### src/rtl/gsu_pkg.sv
package gsu_pkg;

  // Widths of the input coordinates, the shared multiplier operands, the
  // product, the accumulator and the search direction.
  localparam int PT_W   = 16;
  localparam int OP_W   = 36;
  localparam int PROD_W = 2 * OP_W;
  localparam int ACC_W  = PROD_W + 2;
  localparam int DIR_W  = 57;

  // Vector registers that the shared unit reads and writes.
  typedef enum logic [3:0] {
    V_A,
    V_B,
    V_C,
    V_D,
    V_AB,
    V_AC,
    V_AD,
    V_AO,
    V_ABC,
    V_T,
    V_DIR
  } vsel_e;

  // One issued multiply-accumulate step.
  typedef struct packed {
    logic       vld;
    logic       clr;
    logic       neg;
    logic       wr;
    logic       dot;
    logic [1:0] comp;
    vsel_e      dest;
  } mac_ctrl_t;

  // Write-back from the accumulator stage.
  typedef struct packed {
    logic                     wr;
    logic                     dot;
    logic [1:0]               comp;
    vsel_e                    dest;
    logic signed [ACC_W-1:0]  val;
  } mac_wb_t;

endpackage

### src/rtl/gsu_mac.sv
module gsu_mac (
  input  logic                               clk_i,
  input  logic                               rst_ni,
  input  gsu_pkg::mac_ctrl_t                 ctrl_i,
  input  logic signed [gsu_pkg::OP_W-1:0]    op_a_i,
  input  logic signed [gsu_pkg::OP_W-1:0]    op_b_i,
  output gsu_pkg::mac_wb_t                   wb_o
);

  localparam int AccW  = gsu_pkg::ACC_W;
  localparam int ProdW = gsu_pkg::PROD_W;

  gsu_pkg::mac_ctrl_t      ctrl_q;
  logic signed [ProdW-1:0] prod_q;
  logic signed [AccW-1:0]  acc_q;
  logic signed [AccW-1:0]  acc_d;
  logic signed [AccW-1:0]  addend;

  always_ff @(posedge clk_i or negedge rst_ni) begin
    if (!rst_ni) begin
      ctrl_q <= '0;
    end else begin
      ctrl_q <= ctrl_i;
    end
  end

  // The product is registered before it reaches the accumulator.
  always_ff @(posedge clk_i) begin
    prod_q <= op_a_i * op_b_i;
    if (ctrl_q.vld) begin
      acc_q <= acc_d;
    end
  end

  always_comb begin
    addend = ctrl_q.neg ? -AccW'(prod_q) : AccW'(prod_q);
    acc_d  = (ctrl_q.clr ? '0 : acc_q) + addend;
  end

  assign wb_o.wr   = ctrl_q.vld & ctrl_q.wr;
  assign wb_o.dot  = ctrl_q.vld & ctrl_q.dot;
  assign wb_o.comp = ctrl_q.comp;
  assign wb_o.dest = ctrl_q.dest;
  assign wb_o.val  = acc_d;

endmodule

### config.mk
export PLATFORM = sky130hd
export DESIGN_NAME = gsu_mac
export DESIGN_NICKNAME = d
export VERILOG_FILES = /design/src/rtl/gsu_pkg.sv /design/src/rtl/gsu_mac.sv
export SDC_FILE = /design/constraint.sdc
export NUM_CORES = 2
export LEC_CHECK = 0
export BUFFER_PORTS_ARGS = -buffer_cell sky130_fd_sc_hd__buf_2
export CORE_UTILIZATION = 36
export DETAILED_ROUTE_END_ITERATION = 8
export PLACE_DENSITY = 0.63
export SLEW_MARGIN = 20
export SYNTH_ARGS = -nofsm -noshare
export SYNTH_HDL_FRONTEND = slang
export SYNTH_SLANG_ARGS = --single-unit
### constraint.sdc
create_clock -name clk_i -period 6.04 [get_ports clk_i]
set_input_delay 0.604 -clock clk_i [delete_from_list [all_inputs] [get_ports clk_i]]
set_output_delay 0.604 -clock clk_i [all_outputs]
set_load 0.005 [all_outputs]
==> metrics.txt <==
Worst-Margin Slew between 0.9 and 1 ns; Initial Utilization between 30 and 40%; slowest cell delay on critical path 0.59 ns; Data arrival, critical path approximately 7.8 ns; critical path class in2reg; dpl hpwl 139000 µm; top_reg_cell synth edfxtp_1; DRC 52; Fmax 0.1348 GHz; status finished with violations; H-tree Lvls 4; placed cell count approximately 8600; Iteration-0 DRC Markers around 2700; layout cells sized above 1 23.91%; final wirelength between 150000 and 200000 µm; slowest CP cell fa_1; area used by multi-input combinational logic around 50000 µm²; gpl congestion 0.9211; Top cell by count, worst path fa_1; R2R depth 20; Crit Path Max Fanout 7; Net Count, Synth roughly 7800; dominant cells by area after synthesis fa_1 49%, inv_1 8.7%, and2_1 6.6%; Pins Over Slew Limit 0; Worst setup EP type flip-flop; failing checks design-rule violations, negative setup slack; Clock Path Buffers 2; synthesized area about 56000 µm²; hold path cells 1; RSZ-0062 raised after global routing yes; Rel. slew slack 35.39%; Setup WS post-layout -1.380 ns; Clock Latency Late Sink around 0.47 ns; first-pass GRT wire length around 270000 µm; cells after synthesis around 6100; Synth area leader fa_1; initial antenna violation count 5; Yosys reg bits 157; hold slack ~0.24 ns; synth cell count leaders 1380 x fa_1, 1295 x inv_1, 811 x nand2_1; ANT nets after route 0; Routed wire per std cell a little under 20 µm; number of synthesized flops with an enable pin 74; syn avg cell area about 9.2 µm²; die area roughly 160000 µm²; post-route insts no fill about 9000; clock tree root driver cell clkbuf_16; Final nets 8479; Ports approximately 170; register area share after synthesis between 7 and 8%; CORE AREA ~150000 µm²; Port Buf Inserts 166; min-delay worst type in2reg; Num CTS Buffers 17; die span in x 396.3 µm; CTS tree done; DR pass1 iterations 7; count leader, synth fa_1; vias post-DR ~43000; FFs w/ async S/R, synth under 10%; area share of the largest cell type after synthesis 49.36%; register area 3948 µm²; Finish-stage setup viols 84; final hold violation count 0; Yosys cell types 85; Die Span Y just under 400 µm; Max Cap Viol 0; Syn-to-layout area delta 24.91%; clock transition at the registers of the reported paths 0.06 ns; Vias/cell roughly 5.0; Worst setup SP type input port; GRT overflow 0; Total GRT Usage between 20 and 25%; pin count of the biggest net entering global routing slightly below 70; final setup skew 0.01636 ns; number of synthesis warnings 0; vias in the first global route between 40000 and 50000; WP data required ~6.4 ns; fin crit share 122.9%; CTS Sinks 157; Tmin final between 7 and 8 ns; Core Rows ~140; Filler cells around 14000
layout make-up:
type	instances	share of cell area [%]
Multi-Input combinational cell	4256	69.74
Timing Repair Buffer	994	13.18
Inverter	1295	6.973
Sequential cell	157	5.647
Tap cell	2044	3.658
Clock buffer	19	0.6193
Clock inverter	13	0.1665
Antenna cell	4	0.01432
through the flow:
step	TNS [ns]	worst slack [ns]	util [%]	cell area, µm²
after global routing	-75.92	-1.526	45.32	69900
final	-60.88	-1.380	45.33	69900
after CTS	-56.27	-1.317	44.23	68210
after floorplan	-48.67	-1.627	-	57500
after global placement	-94.79	-2.174	41.52	64030
after detailed placement	-97.08	-2.276	41.52	64030
sequential cells by signal, indices dropped and copies added (netlist names):
| name | flops |
|---|---|
| ctrl_q | 5 |
| wb_o | 6 |
| acc_q | 74 |
| prod_q | 72 |
path summary, 6_finish.rpt:
kind                         endpoint  slack (ns)        from
setup / recovery           prod_q[68]       -1.38   op_b_i[1]
setup reg to reg            acc_q[70]        0.07   prod_q[5]
hold reg to reg             acc_q[69]        0.66  ctrl_q[10]
min in group asynchronous    wb_o[76]        0.54      rst_ni
hold / removal              ctrl_q[7]        0.24   ctrl_i[7]
max in group asynchronous  ctrl_q[10]        5.28      rst_ni
kinds of logic (layout without fill, tap and decap cells):
| family | Yosys count | in the layout | share of synthesized area (%) |
|---|---|---|---|
| flip-flops | 157 | 157 | 7.038 |
| other | 0 | 4 | 0 |
| multiplexers | 1 | 1 | 0.01789 |
| AND/OR/NAND/NOR | 1822 | 1822 | 16.32 |
| XOR/XNOR | 216 | 216 | 3.394 |
| AO/OA/AOI/OAI | 544 | 544 | 6.273 |
| adder cells (fa/ha/maj) | 1673 | 1673 | 55.91 |
| buffers and inverters | 1641 | 2321 | 11.05 |
timing repair:
item / 4_1_cts / 5_1_grt
pin swaps: 356 / 268
resized for setup: 572 / 314
endpoints found under the hold margin: 11 / 0
endpoints found under the setup margin: 96 / 104
setup buffers: 109 / 66
hold buffers: 1 / 0
cloned: 19 / 0
critical path, delay by kind of cell:
family | cells | cell delay [ns]
xor+xnor | 1 | 0.13
compound gates | 4 | 0.79
fa+ha+maj | 9 | 4.39
buf+inv | 7 | 0.67
simple gates | 5 | 1.15
per-layer routing:
| layer | GRT usage (%) | part of all wire, % |
|---|---|---|
| met3 | 3.252 | 6.1 |
| met1 | 28.47 | 42 |
| met5 | 0 | 0.0059 |
| met4 | 5.867 | 2.9 |
| met2 | 37.04 | 49 |
placed cells by master (no fill, tap or decap), types with 22 or more instances in the layout:
cell type and n:
fa_1 1288, inv_1 1223, nand2_1 777, buf_4 656, and2_1 541, ha_1 235, buf_6 144, xnor2_1 131
a21oi_1 121, nor2_1 103, fa_2 92, nor2b_1 88, buf_2 88, edfxtp_1 74, a21o_1 72, dfxtp_1 70
buf_12 69, inv_2 68, o21ai_0 56, and2_4 48, nand4_1 46, ha_4 45, xor2_1 38, a21oi_2 36
xnor2_2 30, nand3_1 27, o21bai_1 27, nand2_2 26, o21ai_2 25, o21ai_1 24, o31ai_1 22
Power is not shown: default switching activity piles up to over one toggle a cycle in this logic, so the estimate is an artifact.
